File: src/sfcs_pkg.sv
// package: shared types, constants and helpers for the spi flash command sequencer
`timescale 1ns / 1ps
package sfcs_pkg;

  localparam int REG_COUNT       = 128;
  localparam int MAX_PHASE_BYTES = 10;
  localparam int RAM_AW          = $clog2(REG_COUNT);
  localparam int QUEUE_DEPTH     = 2;
  localparam int QPTR_W          = $clog2(QUEUE_DEPTH);
  localparam int QCNT_W          = $clog2(QUEUE_DEPTH + 1);

  localparam logic [8:0] IDX_LIMIT = 9'(REG_COUNT);

  // sequencer register indexes
  localparam logic [6:0] REG_WBUF   = 7'h60;
  localparam logic [6:0] REG_RBUF   = 7'h65;
  localparam logic [6:0] REG_WCOUNT = 7'h6a;
  localparam logic [6:0] REG_RCOUNT = 7'h6b;
  localparam logic [6:0] REG_TRIG   = 7'h6d;
  localparam logic [6:0] REG_DONE   = 7'h6e;
  localparam logic [6:0] REG_DCLR   = 7'h6f;

  // byte path offsets
  localparam logic [8:0] BP_SEND    = 9'h010;
  localparam logic [8:0] BP_DATA    = 9'h014;
  localparam logic [8:0] BP_RELEASE = 9'h020;
  localparam logic [8:0] BP_REQUEST = 9'h030;
  localparam logic [8:0] BP_RRDY    = 9'h054;
  localparam logic [8:0] BP_WRDY    = 9'h058;

  localparam logic [7:0] IDLE_BYTE = 8'hff;

  // opcodes
  localparam logic [2:0] OP_SEQ_WR = 3'd0;
  localparam logic [2:0] OP_SEQ_RD = 3'd1;
  localparam logic [2:0] OP_BP_WR  = 3'd2;
  localparam logic [2:0] OP_BP_RD  = 3'd3;
  localparam logic [2:0] OP_REPLY  = 3'd4;

  // waiting kinds
  localparam logic [1:0] WAIT_NONE = 2'd0;
  localparam logic [1:0] WAIT_SEQ  = 2'd1;
  localparam logic [1:0] WAIT_BP   = 2'd2;

  typedef enum logic [3:0] {
    K_NOP,
    K_REG_WR,
    K_DCLR,
    K_TRIG,
    K_REG_RD,
    K_BP_SEND,
    K_BP_REQ,
    K_BP_REL,
    K_BP_RD_DATA,
    K_BP_RD_ONE,
    K_BP_RD_ZERO,
    K_REPLY
  } kind_e;

  typedef struct packed {
    logic [2:0]  opcode;
    logic [8:0]  address;
    logic [15:0] write_data;
    logic [7:0]  reply_byte;
  } item_t;

  typedef struct packed {
    logic        read_valid;
    logic [15:0] read_data;
    logic        tx_valid;
    logic [7:0]  tx_byte;
    logic        expects_reply;
    logic        cs_n;
    logic        last;
  } result_t;

  typedef struct packed {
    kind_e       kind;
    logic [6:0]  idx;
    logic [15:0] data;
    logic [7:0]  reply;
  } entry_t;

  typedef struct packed {
    logic   valid;
    entry_t entry;
  } queue_out_t;

  function automatic logic in_range(logic [6:0] idx);
    return {2'b00, idx} < IDX_LIMIT;
  endfunction

  function automatic logic [RAM_AW-1:0] ram_addr(logic [6:0] idx);
    return RAM_AW'(idx);
  endfunction

  // sum of three nibbles, capped
  function automatic logic [3:0] phase_count(logic [15:0] v);
    logic [5:0] s;
    s = {2'b00, v[3:0]} + {2'b00, v[7:4]} + {2'b00, v[11:8]};
    return (s > 6'(MAX_PHASE_BYTES)) ? 4'(MAX_PHASE_BYTES) : s[3:0];
  endfunction

endpackage

File: src/sfcs_ram.sv
// generic single write port, single read port ram with registered read
`timescale 1ns / 1ps
module sfcs_ram #(
  parameter int WIDTH = 16,
  parameter int DEPTH = 128
) (
  input  logic                     clk_i,
  input  logic                     we_i,
  input  logic [$clog2(DEPTH)-1:0] waddr_i,
  input  logic [WIDTH-1:0]         wdata_i,
  input  logic                     re_i,
  input  logic [$clog2(DEPTH)-1:0] raddr_i,
  output logic [WIDTH-1:0]         rdata_o
);

  logic [WIDTH-1:0] mem_q [DEPTH];
  logic [WIDTH-1:0] rdata_q;

  always_ff @(posedge clk_i) begin
    if (we_i) begin
      mem_q[waddr_i] <= wdata_i;
    end
    if (re_i) begin
      rdata_q <= mem_q[raddr_i];
    end
  end

  assign rdata_o = rdata_q;

endmodule

File: src/sfcs_front.sv
// front end: accepts items, classifies them and queues them for the back end
`timescale 1ns / 1ps
module sfcs_front (
  input  logic                clk_i,
  input  logic                rst_ni,
  input  logic                start,
  output logic                busy,
  input  sfcs_pkg::item_t     item_i,
  input  logic                pop_i,
  output sfcs_pkg::queue_out_t q_o
);

  sfcs_pkg::entry_t             slot_q [sfcs_pkg::QUEUE_DEPTH];
  logic [sfcs_pkg::QPTR_W-1:0]  wptr_q, wptr_d, rptr_q, rptr_d;
  logic [sfcs_pkg::QCNT_W-1:0]  cnt_q, cnt_d;
  sfcs_pkg::entry_t             cls;
  logic                         push;
  logic [6:0]                   idx;

  assign idx = item_i.address[8:2];

  always_comb begin
    cls.idx   = idx;
    cls.data  = item_i.write_data;
    cls.reply = item_i.reply_byte;
    cls.kind  = sfcs_pkg::K_NOP;
    case (item_i.opcode)
      sfcs_pkg::OP_SEQ_WR: begin
        if (idx == sfcs_pkg::REG_TRIG && item_i.write_data[0]) begin
          cls.kind = sfcs_pkg::K_TRIG;
        end else if (idx == sfcs_pkg::REG_DCLR && item_i.write_data[0]) begin
          cls.kind = sfcs_pkg::K_DCLR;
        end else begin
          cls.kind = sfcs_pkg::K_REG_WR;
        end
      end
      sfcs_pkg::OP_SEQ_RD: cls.kind = sfcs_pkg::K_REG_RD;
      sfcs_pkg::OP_BP_WR: begin
        if (item_i.address == sfcs_pkg::BP_SEND) begin
          cls.kind = sfcs_pkg::K_BP_SEND;
        end else if (item_i.address == sfcs_pkg::BP_REQUEST && item_i.write_data[0]) begin
          cls.kind = sfcs_pkg::K_BP_REQ;
        end else if (item_i.address == sfcs_pkg::BP_RELEASE && item_i.write_data[0]) begin
          cls.kind = sfcs_pkg::K_BP_REL;
        end else begin
          cls.kind = sfcs_pkg::K_NOP;
        end
      end
      sfcs_pkg::OP_BP_RD: begin
        if (item_i.address == sfcs_pkg::BP_DATA) begin
          cls.kind = sfcs_pkg::K_BP_RD_DATA;
        end else if (item_i.address == sfcs_pkg::BP_RRDY ||
                     item_i.address == sfcs_pkg::BP_WRDY) begin
          cls.kind = sfcs_pkg::K_BP_RD_ONE;
        end else begin
          cls.kind = sfcs_pkg::K_BP_RD_ZERO;
        end
      end
      sfcs_pkg::OP_REPLY: cls.kind = sfcs_pkg::K_REPLY;
      default:            cls.kind = sfcs_pkg::K_NOP;
    endcase
  end

  assign busy = (cnt_q == sfcs_pkg::QCNT_W'(sfcs_pkg::QUEUE_DEPTH));
  assign push = start && !busy;

  always_comb begin
    wptr_d = wptr_q;
    rptr_d = rptr_q;
    cnt_d  = cnt_q;
    if (push) begin
      wptr_d = wptr_q + 1'b1;
    end
    if (pop_i) begin
      rptr_d = rptr_q + 1'b1;
    end
    if (push && !pop_i) begin
      cnt_d = cnt_q + 1'b1;
    end else if (!push && pop_i) begin
      cnt_d = cnt_q - 1'b1;
    end
  end

  always_ff @(posedge clk_i or negedge rst_ni) begin
    if (!rst_ni) begin
      wptr_q <= '0;
      rptr_q <= '0;
      cnt_q  <= '0;
    end else begin
      wptr_q <= wptr_d;
      rptr_q <= rptr_d;
      cnt_q  <= cnt_d;
    end
  end

  always_ff @(posedge clk_i) begin
    if (push) begin
      slot_q[wptr_q] <= cls;
    end
  end

  assign q_o.valid = (cnt_q != '0);
  assign q_o.entry = slot_q[rptr_q];

endmodule

File: src/sfcs_back.sv
// back end: runs queued items against the register bank and the flash state
`timescale 1ns / 1ps
module sfcs_back (
  input  logic                 clk_i,
  input  logic                 rst_ni,
  input  sfcs_pkg::queue_out_t q_i,
  output logic                 pop_o,
  output logic                 result_valid_o,
  output sfcs_pkg::result_t    result_o
);

  localparam logic [3:0] S_IDLE     = 4'd0;
  localparam logic [3:0] S_DCLR_WB  = 4'd1;
  localparam logic [3:0] S_TRIG_WC  = 4'd2;
  localparam logic [3:0] S_TRIG_RC  = 4'd3;
  localparam logic [3:0] S_SEL      = 4'd4;
  localparam logic [3:0] S_WBYTE    = 4'd5;
  localparam logic [3:0] S_TAIL     = 4'd6;
  localparam logic [3:0] S_FIN_WB   = 4'd7;
  localparam logic [3:0] S_RD_WAIT  = 4'd8;
  localparam logic [3:0] S_RB_MERGE = 4'd9;

  logic [3:0]  state_q, state_d;
  logic [3:0]  cnt_q, cnt_d, cnt_p1;
  logic [3:0]  nw_q, nw_d, nr_q, nr_d;
  logic [7:0]  word_q, word_d;
  logic        sel_q, sel_d;
  logic [1:0]  wait_q, wait_d;
  logic [3:0]  rpos_q, rpos_d, rpos_p1;
  logic [3:0]  rtot_q, rtot_d;
  logic [7:0]  bp_data_q, bp_data_d;
  sfcs_pkg::entry_t cur_q, cur_d;
  logic        rd_ok_q;

  logic [sfcs_pkg::REG_COUNT-1:0] valid_q;

  // bank access
  logic        we, re, ram_we;
  logic [6:0]  widx, ridx;
  logic [15:0] wdata, rdata, rword;

  // result beat
  logic        emit, emit_last, emit_rv, emit_tv, emit_er;
  logic [15:0] emit_rd;
  logic [7:0]  emit_tb;
  logic        res_valid_q;
  sfcs_pkg::result_t res_q;

  assign ram_we  = we && sfcs_pkg::in_range(widx);
  assign rword   = rd_ok_q ? rdata : 16'h0000;
  assign cnt_p1  = cnt_q + 4'd1;
  assign rpos_p1 = rpos_q + 4'd1;

  sfcs_ram #(
    .WIDTH (16),
    .DEPTH (sfcs_pkg::REG_COUNT)
  ) u_bank (
    .clk_i   (clk_i),
    .we_i    (ram_we),
    .waddr_i (sfcs_pkg::ram_addr(widx)),
    .wdata_i (wdata),
    .re_i    (re),
    .raddr_i (sfcs_pkg::ram_addr(ridx)),
    .rdata_o (rdata)
  );

  always_comb begin
    state_d   = state_q;
    cnt_d     = cnt_q;
    nw_d      = nw_q;
    nr_d      = nr_q;
    word_d    = word_q;
    sel_d     = sel_q;
    wait_d    = wait_q;
    rpos_d    = rpos_q;
    rtot_d    = rtot_q;
    bp_data_d = bp_data_q;
    cur_d     = cur_q;
    pop_o     = 1'b0;
    we        = 1'b0;
    widx      = cur_q.idx;
    wdata     = cur_q.data;
    re        = 1'b0;
    ridx      = cur_q.idx;
    emit      = 1'b0;
    emit_last = 1'b0;
    emit_rv   = 1'b0;
    emit_rd   = 16'h0000;
    emit_tv   = 1'b0;
    emit_tb   = 8'h00;
    emit_er   = 1'b0;

    case (state_q)
      S_IDLE: begin
        if (q_i.valid) begin
          pop_o = 1'b1;
          cur_d = q_i.entry;
          widx  = q_i.entry.idx;
          wdata = q_i.entry.data;
          ridx  = q_i.entry.idx;
          if (wait_q != sfcs_pkg::WAIT_NONE && q_i.entry.kind != sfcs_pkg::K_REPLY) begin
            // rejected while a reply is outstanding
            emit      = 1'b1;
            emit_last = 1'b1;
          end else begin
            case (q_i.entry.kind)
              sfcs_pkg::K_REG_WR: begin
                we        = 1'b1;
                emit      = 1'b1;
                emit_last = 1'b1;
              end
              sfcs_pkg::K_DCLR: begin
                we      = 1'b1;
                re      = 1'b1;
                ridx    = sfcs_pkg::REG_DONE;
                state_d = S_DCLR_WB;
              end
              sfcs_pkg::K_TRIG: begin
                we      = 1'b1;
                re      = 1'b1;
                ridx    = sfcs_pkg::REG_WCOUNT;
                state_d = S_TRIG_WC;
              end
              sfcs_pkg::K_REG_RD: begin
                re      = 1'b1;
                state_d = S_RD_WAIT;
              end
              sfcs_pkg::K_BP_SEND: begin
                sel_d     = 1'b1;
                emit      = 1'b1;
                emit_last = 1'b1;
                emit_tv   = 1'b1;
                emit_tb   = q_i.entry.data[7:0];
              end
              sfcs_pkg::K_BP_REQ: begin
                sel_d     = 1'b1;
                wait_d    = sfcs_pkg::WAIT_BP;
                emit      = 1'b1;
                emit_last = 1'b1;
                emit_tv   = 1'b1;
                emit_tb   = sfcs_pkg::IDLE_BYTE;
                emit_er   = 1'b1;
              end
              sfcs_pkg::K_BP_REL: begin
                sel_d     = 1'b0;
                emit      = 1'b1;
                emit_last = 1'b1;
              end
              sfcs_pkg::K_BP_RD_DATA: begin
                emit      = 1'b1;
                emit_last = 1'b1;
                emit_rv   = 1'b1;
                emit_rd   = {8'h00, bp_data_q};
              end
              sfcs_pkg::K_BP_RD_ONE: begin
                emit      = 1'b1;
                emit_last = 1'b1;
                emit_rv   = 1'b1;
                emit_rd   = 16'h0001;
              end
              sfcs_pkg::K_BP_RD_ZERO: begin
                emit      = 1'b1;
                emit_last = 1'b1;
                emit_rv   = 1'b1;
              end
              sfcs_pkg::K_REPLY: begin
                if (wait_q == sfcs_pkg::WAIT_BP) begin
                  bp_data_d = q_i.entry.reply;
                  wait_d    = sfcs_pkg::WAIT_NONE;
                  emit      = 1'b1;
                  emit_last = 1'b1;
                end else if (wait_q == sfcs_pkg::WAIT_SEQ) begin
                  re      = 1'b1;
                  ridx    = sfcs_pkg::REG_RBUF + {4'b0000, rpos_q[3:1]};
                  state_d = S_RB_MERGE;
                end else begin
                  emit      = 1'b1;
                  emit_last = 1'b1;
                end
              end
              default: begin
                emit      = 1'b1;
                emit_last = 1'b1;
              end
            endcase
          end
        end
      end
      S_DCLR_WB: begin
        we        = 1'b1;
        widx      = sfcs_pkg::REG_DONE;
        wdata     = rword & 16'hfffe;
        emit      = 1'b1;
        emit_last = 1'b1;
        state_d   = S_IDLE;
      end
      S_TRIG_WC: begin
        nw_d    = sfcs_pkg::phase_count(rword);
        re      = 1'b1;
        ridx    = sfcs_pkg::REG_RCOUNT;
        state_d = S_TRIG_RC;
      end
      S_TRIG_RC: begin
        nr_d = sfcs_pkg::phase_count(rword);
        // deselect first when select is still held
        if (sel_q) begin
          sel_d = 1'b0;
          emit  = 1'b1;
        end
        state_d = S_SEL;
      end
      S_SEL: begin
        sel_d   = 1'b1;
        emit    = 1'b1;
        re      = 1'b1;
        ridx    = sfcs_pkg::REG_WBUF;
        cnt_d   = 4'd0;
        state_d = (nw_q == 4'd0) ? S_TAIL : S_WBYTE;
      end
      S_WBYTE: begin
        emit    = 1'b1;
        emit_tv = 1'b1;
        if (!cnt_q[0]) begin
          emit_tb = rword[7:0];
          word_d  = rword[15:8];
        end else begin
          emit_tb = word_q;
          re      = 1'b1;
          ridx    = sfcs_pkg::REG_WBUF + {4'b0000, cnt_p1[3:1]};
        end
        cnt_d = cnt_p1;
        if (cnt_p1 == nw_q) begin
          state_d = S_TAIL;
        end
      end
      S_TAIL: begin
        if (nr_q == 4'd0) begin
          re      = 1'b1;
          ridx    = sfcs_pkg::REG_DONE;
          state_d = S_FIN_WB;
        end else begin
          wait_d    = sfcs_pkg::WAIT_SEQ;
          rpos_d    = 4'd0;
          rtot_d    = nr_q;
          emit      = 1'b1;
          emit_last = 1'b1;
          emit_tv   = 1'b1;
          emit_tb   = sfcs_pkg::IDLE_BYTE;
          emit_er   = 1'b1;
          state_d   = S_IDLE;
        end
      end
      S_FIN_WB: begin
        we        = 1'b1;
        widx      = sfcs_pkg::REG_DONE;
        wdata     = rword | 16'h0001;
        sel_d     = 1'b0;
        wait_d    = sfcs_pkg::WAIT_NONE;
        emit      = 1'b1;
        emit_last = 1'b1;
        state_d   = S_IDLE;
      end
      S_RD_WAIT: begin
        emit      = 1'b1;
        emit_last = 1'b1;
        emit_rv   = 1'b1;
        emit_rd   = rword;
        state_d   = S_IDLE;
      end
      S_RB_MERGE: begin
        we     = 1'b1;
        widx   = sfcs_pkg::REG_RBUF + {4'b0000, rpos_q[3:1]};
        wdata  = rpos_q[0] ? {cur_q.reply, rword[7:0]} : {rword[15:8], cur_q.reply};
        rpos_d = rpos_p1;
        if (rpos_p1 < rtot_q) begin
          emit      = 1'b1;
          emit_last = 1'b1;
          emit_tv   = 1'b1;
          emit_tb   = sfcs_pkg::IDLE_BYTE;
          emit_er   = 1'b1;
          state_d   = S_IDLE;
        end else begin
          re      = 1'b1;
          ridx    = sfcs_pkg::REG_DONE;
          state_d = S_FIN_WB;
        end
      end
      default: begin
        state_d = S_IDLE;
      end
    endcase
  end

  always_ff @(posedge clk_i or negedge rst_ni) begin
    if (!rst_ni) begin
      state_q     <= S_IDLE;
      sel_q       <= 1'b0;
      wait_q      <= sfcs_pkg::WAIT_NONE;
      rpos_q      <= 4'd0;
      rtot_q      <= 4'd0;
      bp_data_q   <= 8'h00;
      valid_q     <= '0;
      rd_ok_q     <= 1'b0;
      res_valid_q <= 1'b0;
    end else begin
      state_q     <= state_d;
      sel_q       <= sel_d;
      wait_q      <= wait_d;
      rpos_q      <= rpos_d;
      rtot_q      <= rtot_d;
      bp_data_q   <= bp_data_d;
      res_valid_q <= emit;
      if (ram_we) begin
        valid_q[sfcs_pkg::ram_addr(widx)] <= 1'b1;
      end
      // entries never written read as zero
      if (re) begin
        rd_ok_q <= sfcs_pkg::in_range(ridx) && valid_q[sfcs_pkg::ram_addr(ridx)];
      end
    end
  end

  always_ff @(posedge clk_i) begin
    cnt_q  <= cnt_d;
    nw_q   <= nw_d;
    nr_q   <= nr_d;
    word_q <= word_d;
    cur_q  <= cur_d;
    if (emit) begin
      res_q.read_valid    <= emit_rv;
      res_q.read_data     <= emit_rd;
      res_q.tx_valid      <= emit_tv;
      res_q.tx_byte       <= emit_tb;
      res_q.expects_reply <= emit_er;
      res_q.cs_n          <= !sel_d;
      res_q.last          <= emit_last;
    end
  end

  assign result_valid_o = res_valid_q;
  assign result_o       = res_q;

endmodule

File: src/spi_flash_command_sequencer.sv
// top level: spi flash command sequencer with byte path
// a simple item's beat is registered after its queue slot; a register read, a done-clear or a
//   reply that leaves the command open adds a bank read, a closing reply two; a trigger reads
//   both counts, then sends a deselect if select is held, the select, a beat per write byte
//   and, with no read bytes, the done update, back to back from the select bar a gap before it;
//   the two-entry queue takes items while the back end runs and busy rises when both are taken;
//   the receiver cannot stall; reset clears control state and the bank valid bits at once
`timescale 1ns / 1ps
module spi_flash_command_sequencer (
  input  logic              clk_i,
  input  logic              rst_ni,
  input  logic              start,
  output logic              busy,
  input  sfcs_pkg::item_t   item_i,
  output logic              result_valid_o,
  output sfcs_pkg::result_t result_o
);

  sfcs_pkg::queue_out_t q;
  logic                 pop;

  sfcs_front u_front (
    .clk_i  (clk_i),
    .rst_ni (rst_ni),
    .start  (start),
    .busy   (busy),
    .item_i (item_i),
    .pop_i  (pop),
    .q_o    (q)
  );

  sfcs_back u_back (
    .clk_i          (clk_i),
    .rst_ni         (rst_ni),
    .q_i            (q),
    .pop_o          (pop),
    .result_valid_o (result_valid_o),
    .result_o       (result_o)
  );

  // back end only takes from a non-empty queue
  a_pop_needs_entry: assert property (@(posedge clk_i) disable iff (!rst_ni)
    pop |-> q.valid)
    else $error("pop from empty queue");

  // a transfer that waits for a reply always clocks the idle byte
  a_reply_idle_byte: assert property (@(posedge clk_i) disable iff (!rst_ni)
    (result_valid_o && result_o.expects_reply) |->
      (result_o.tx_valid && result_o.tx_byte == sfcs_pkg::IDLE_BYTE && result_o.last))
    else $error("reply request without idle byte");

  // a register read answer is a single, final beat with no transfer
  a_read_single: assert property (@(posedge clk_i) disable iff (!rst_ni)
    (result_valid_o && result_o.read_valid) |-> (!result_o.tx_valid && result_o.last))
    else $error("read answer mixed with transfer");

  // a full queue stays full until the back end pops
  a_busy_no_beat_gap: assert property (@(posedge clk_i) disable iff (!rst_ni)
    (busy && !pop) |=> busy)
    else $error("queue drained without pop");

endmodule

File: config.mk
export PLATFORM = sky130hd
export DESIGN_NAME = spi_flash_command_sequencer
export DESIGN_NICKNAME = d
export VERILOG_FILES = /design/src/sfcs_pkg.sv /design/src/sfcs_ram.sv /design/src/sfcs_front.sv /design/src/sfcs_back.sv /design/src/spi_flash_command_sequencer.sv
export SDC_FILE = /design/constraint.sdc
export NUM_CORES = 2
export LEC_CHECK = 0
export ABC_AREA = 1
export BUFFER_PORTS_ARGS = -buffer_cell sky130_fd_sc_hd__buf_2
export CORE_AREA = 10 10 296 582
export CTS_BUF_LIST = sky130_fd_sc_hd__clkbuf_4 sky130_fd_sc_hd__clkbuf_8
export CTS_CLUSTER_DIAMETER = 40
export CTS_CLUSTER_SIZE = 14
export DETAILED_ROUTE_END_ITERATION = 7
export DIE_AREA = 0 0 306 592
export HOLD_SLACK_MARGIN = 0.02
export PLACE_DENSITY = 0.84
export SETUP_SLACK_MARGIN = 0.05
export SYNTH_ARGS = -nofsm -noshare
export SYNTH_HDL_FRONTEND = slang
export SYNTH_SLANG_ARGS = --single-unit
File: constraint.sdc
create_clock -name clk_i -period 9.9 [get_ports clk_i]
set_clock_uncertainty 0.05 [all_clocks]
set_input_delay 1.485 -clock clk_i [delete_from_list [all_inputs] [get_ports clk_i]]
set_output_delay 1.485 -clock clk_i [all_outputs]
set_load 0.03 [all_outputs]
==> metrics.md <==
| Metric | Value |
|---|---|
| Post-layout net count | `8,265` |
| Avg Cell Area, Syn | `11.7 um2` |
| Final ANT Viol Nets | `0` |
| #FFs+latches synth | `2,371` |
| CTS tree | `done` |
| Clock sinks | `2,371` |
| Post-synth EDFFs | `2,214` |
| Status | `finished, violations left` |
| GRT Residual Overflow | `0` |
| GR Layer Usage met3 | `6.12%` |
| Die X | `306 um` |
| Primary FF master, synth | `edfxtp_1` |
| Hold Fails Final Rpt | `0` |
| Cell taking the most area after synthesis | `edfxtp_1` |
| Root Buffer | `clkbuf_8` |
| Tcrit/Tclk final | `66.7%` |
| Failing checks | `design-rule violations` |
| Distinct cells, synth | `50` |
| Most common cell after layout, fill and taps aside | `edfxtp_1` |
| Clk_lat worst skew | `1000 ps` |
| DR WL/cell | `26.1 um` |
| Total CTS buffers | `198` |
| Port Buf Inserts | `69` |
| Max Fanout on Critical Path | `79` |
| Synthesis Warnings | `0` |
| GR Util met2 | `49.4%` |
| Sequential-to-total area share from yosys stat | `72.6%` |
| GPL Wtd Cong | `1.01` |
| Critical path class | `register to register` |
| Max Cap Violations | `0` |
| Layout cells sized above 1 | `8.81%` |
| Die ar. | `181,000 um2` |
| Vias in the first global route | `65,700` |
| Initial antenna violation count | `12` |
| Setup TNS | `0 ps` |
| Max Slew Vio Count | `0` |
| GRT busiest layer | `met2` |
| Worst EP arrival | `7340 ps` |
| Mapped Nets | `8,338` |
| Synthesized cell area | `97,000 um2` |
| Post-synth top area share | `68.5%` |
| Slew @ Worst Pin | `1290 ps` |
| Post-synth ARST share | `6.62%` |
| Crit. End Element | `register` |
| Initial Utilization | `59.7%` |
| Rows | `209` |
| Clk buf depth | `4` |
| Post-CTS setup buffer count | `0` |
| I/O Pins | `70` |
| Worst Hold Class | `register to register` |
| Hold buffer count at cts | `0` |
| 1st-iter DRT viols | `9,727` |
| F_max | `151 MHz` |
| Pre-antenna DRT Iters | `8` |
| Vias | `67,200` |
| First-pass GRT wire length | `401,000 um` |
| Mapped Cells | `8,282` |
| Hpwl dp | `160,000 um` |
| Layout Utilization | `63.5%` |
| RSZ-0062 raised after global routing | `false` |
| Met1 Use GR | `32.2%` |
| Required time of the worst setup path | `10,630 ps` |
| Tmin final | `6600 ps` |
| Final setup viols | `0` |
| CP startpoint kind | `register` |
| Gates resized, CTS repair | `0` |
| Slew Limit Headroom | `12.9%` |
| # H-tree levels | `4` |
| Die Ht | `592 um` |
| Most frequent cells in the layout | `2,214 x edfxtp_1, 2,007 x nand2_1, 1,251 x nand3_1, 551 x nor2_1, 519 x a21oi_1` |
| Clock slew at reported path FFs | `90 ps` |
| DRC violations left | `2` |
| Largest net degree at the start of global routing | `213` |
| Top cells by area, synth | `edfxtp_1 69%, nand2_1 7.8%, nand3_1 6.5%` |
| GR Util All Layers | `29.4%` |
| Area growth, synth to finish | `6.38%` |
| Drt total wl | `273,000 um` |
| DR vias/cell | `6.42` |
| Core box area | `162,000 um2` |
[stage by stage]
stage	setup WS [ps]	instances	cell area (um2)	hold slack (ps)
after floorplan	4100	8282	97000	374
after global placement	3970	10100	99300	386
after detailed placement	3780	10100	99300	393
after CTS	3670	10500	103000	414
after global routing	2910	10500	103000	427
final	3300	10500	103000	411
[metal layers]
layer  routed length [um]  up-vias
li1                     -    29000
met1                83400    32000
met2               135000     5049
met3                30300     1169
met4                24700       16
met5                  103        -
[flip-flops by register name, indices dropped and copies added, names as in the netlist, 2 cells and up]
name,flops
u_front.slot_q,70
u_back.rtot_q,4
u_back.nr_q,4
u_back.bp_data_q,8
u_back.u_bank.mem_q,2048
u_back.nw_q,4
u_back.valid_q,128
u_back.result_o,29
u_back.cnt_q,4
u_front.cnt_q,2
u_back.word_q,8
u_back.state_q,4
u_back.u_bank.rdata_o,16
u_back.cur_q,31
u_back.rpos_q,4
u_back.wait_q,2
[area by class of cell]
class	count	area, um2
sequential	2371	70400
fill	11200	59200
multi-input combinational	5159	23500
clock buffer	323	3710
tap	2110	2640
timing repair buffer	252	1930
inverter	227	871
clock inverter	10	145
antenna	5	12.5
[final timing paths]
check,startpoint,to,slack (ps),cells after the start
setup / recovery,u_back.state_q[2]$_DFFE_PN0P_,u_back.u_bank.rdata_o[6]$_DFFE_PP_,3300,18
hold / removal,u_back.valid_q[34]$_DFFE_PN0P_,u_back.valid_q[34]$_DFFE_PN0P_,410,2
setup reg to reg,u_back.state_q[2]$_DFFE_PN0P_,u_back.u_bank.rdata_o[6]$_DFFE_PP_,3300,18
hold reg to reg,u_back.valid_q[34]$_DFFE_PN0P_,u_back.valid_q[34]$_DFFE_PN0P_,410,2
max in group asynchronous,rst_ni,u_back.valid_q[45]$_DFFE_PN0P_,7730,2
min in group asynchronous,rst_ni,u_back.result_valid_o$_DFF_PN0_,470,1
[cell families after synthesis]
family	Yosys count	share of synthesized area [%]
adder cells (fa/ha/maj)	17	0.235
buffers and inverters	752	3.57
AO/OA/AOI/OAI	1144	6.09
flip-flops	2371	72.6
multiplexers	9	0.103
XOR/XNOR	14	0.126
AND/OR/NAND/NOR	3975	17.3
[cell usage after synthesis, drive strengths merged, types with 2 or more instances]
| master | count |
|---|---|
| o211ai | 13 |
| clkbuf | 203 |
| nand3 | 1256 |
| nor2 | 601 |
| o311ai | 2 |
| o21ai | 565 |
| o31ai | 3 |
| o21bai | 2 |
| xor2 | 9 |
| a21oi | 519 |
| nor3 | 11 |
| fa | 2 |
| dfrtp | 157 |
| xnor2 | 5 |
| inv | 225 |
| buf | 322 |
| edfxtp | 2214 |
| ha | 15 |
| nor4 | 5 |
| o41ai | 2 |
| a22oi | 16 |
| o22ai | 2 |
| nand2 | 2015 |
| o2111ai | 11 |
| nand4 | 34 |
| or2 | 51 |
| a221oi | 3 |
| clkinv | 2 |
| mux2 | 8 |
[worst max-delay path, stage by stage, from the launching register on]
cell,delay (ps)
dfrtp_1,410
nor2_1,300
inv_1,100
nor2_1,510
inv_1,320
o21ai_0,420
nor2_2,80
buf_4,280
nand3_4,200
buf_4,710
buf_4,800
nand2_1,170
a21oi_1,230
o21ai_0,200
nand3_1,190
nand3_1,240
nand3_1,220
nand3_1,550
nand2_1,230
Power is left out: the tool's default activity adds up to more than one toggle a clock period on the data nets, which glitch-free logic cannot reach.
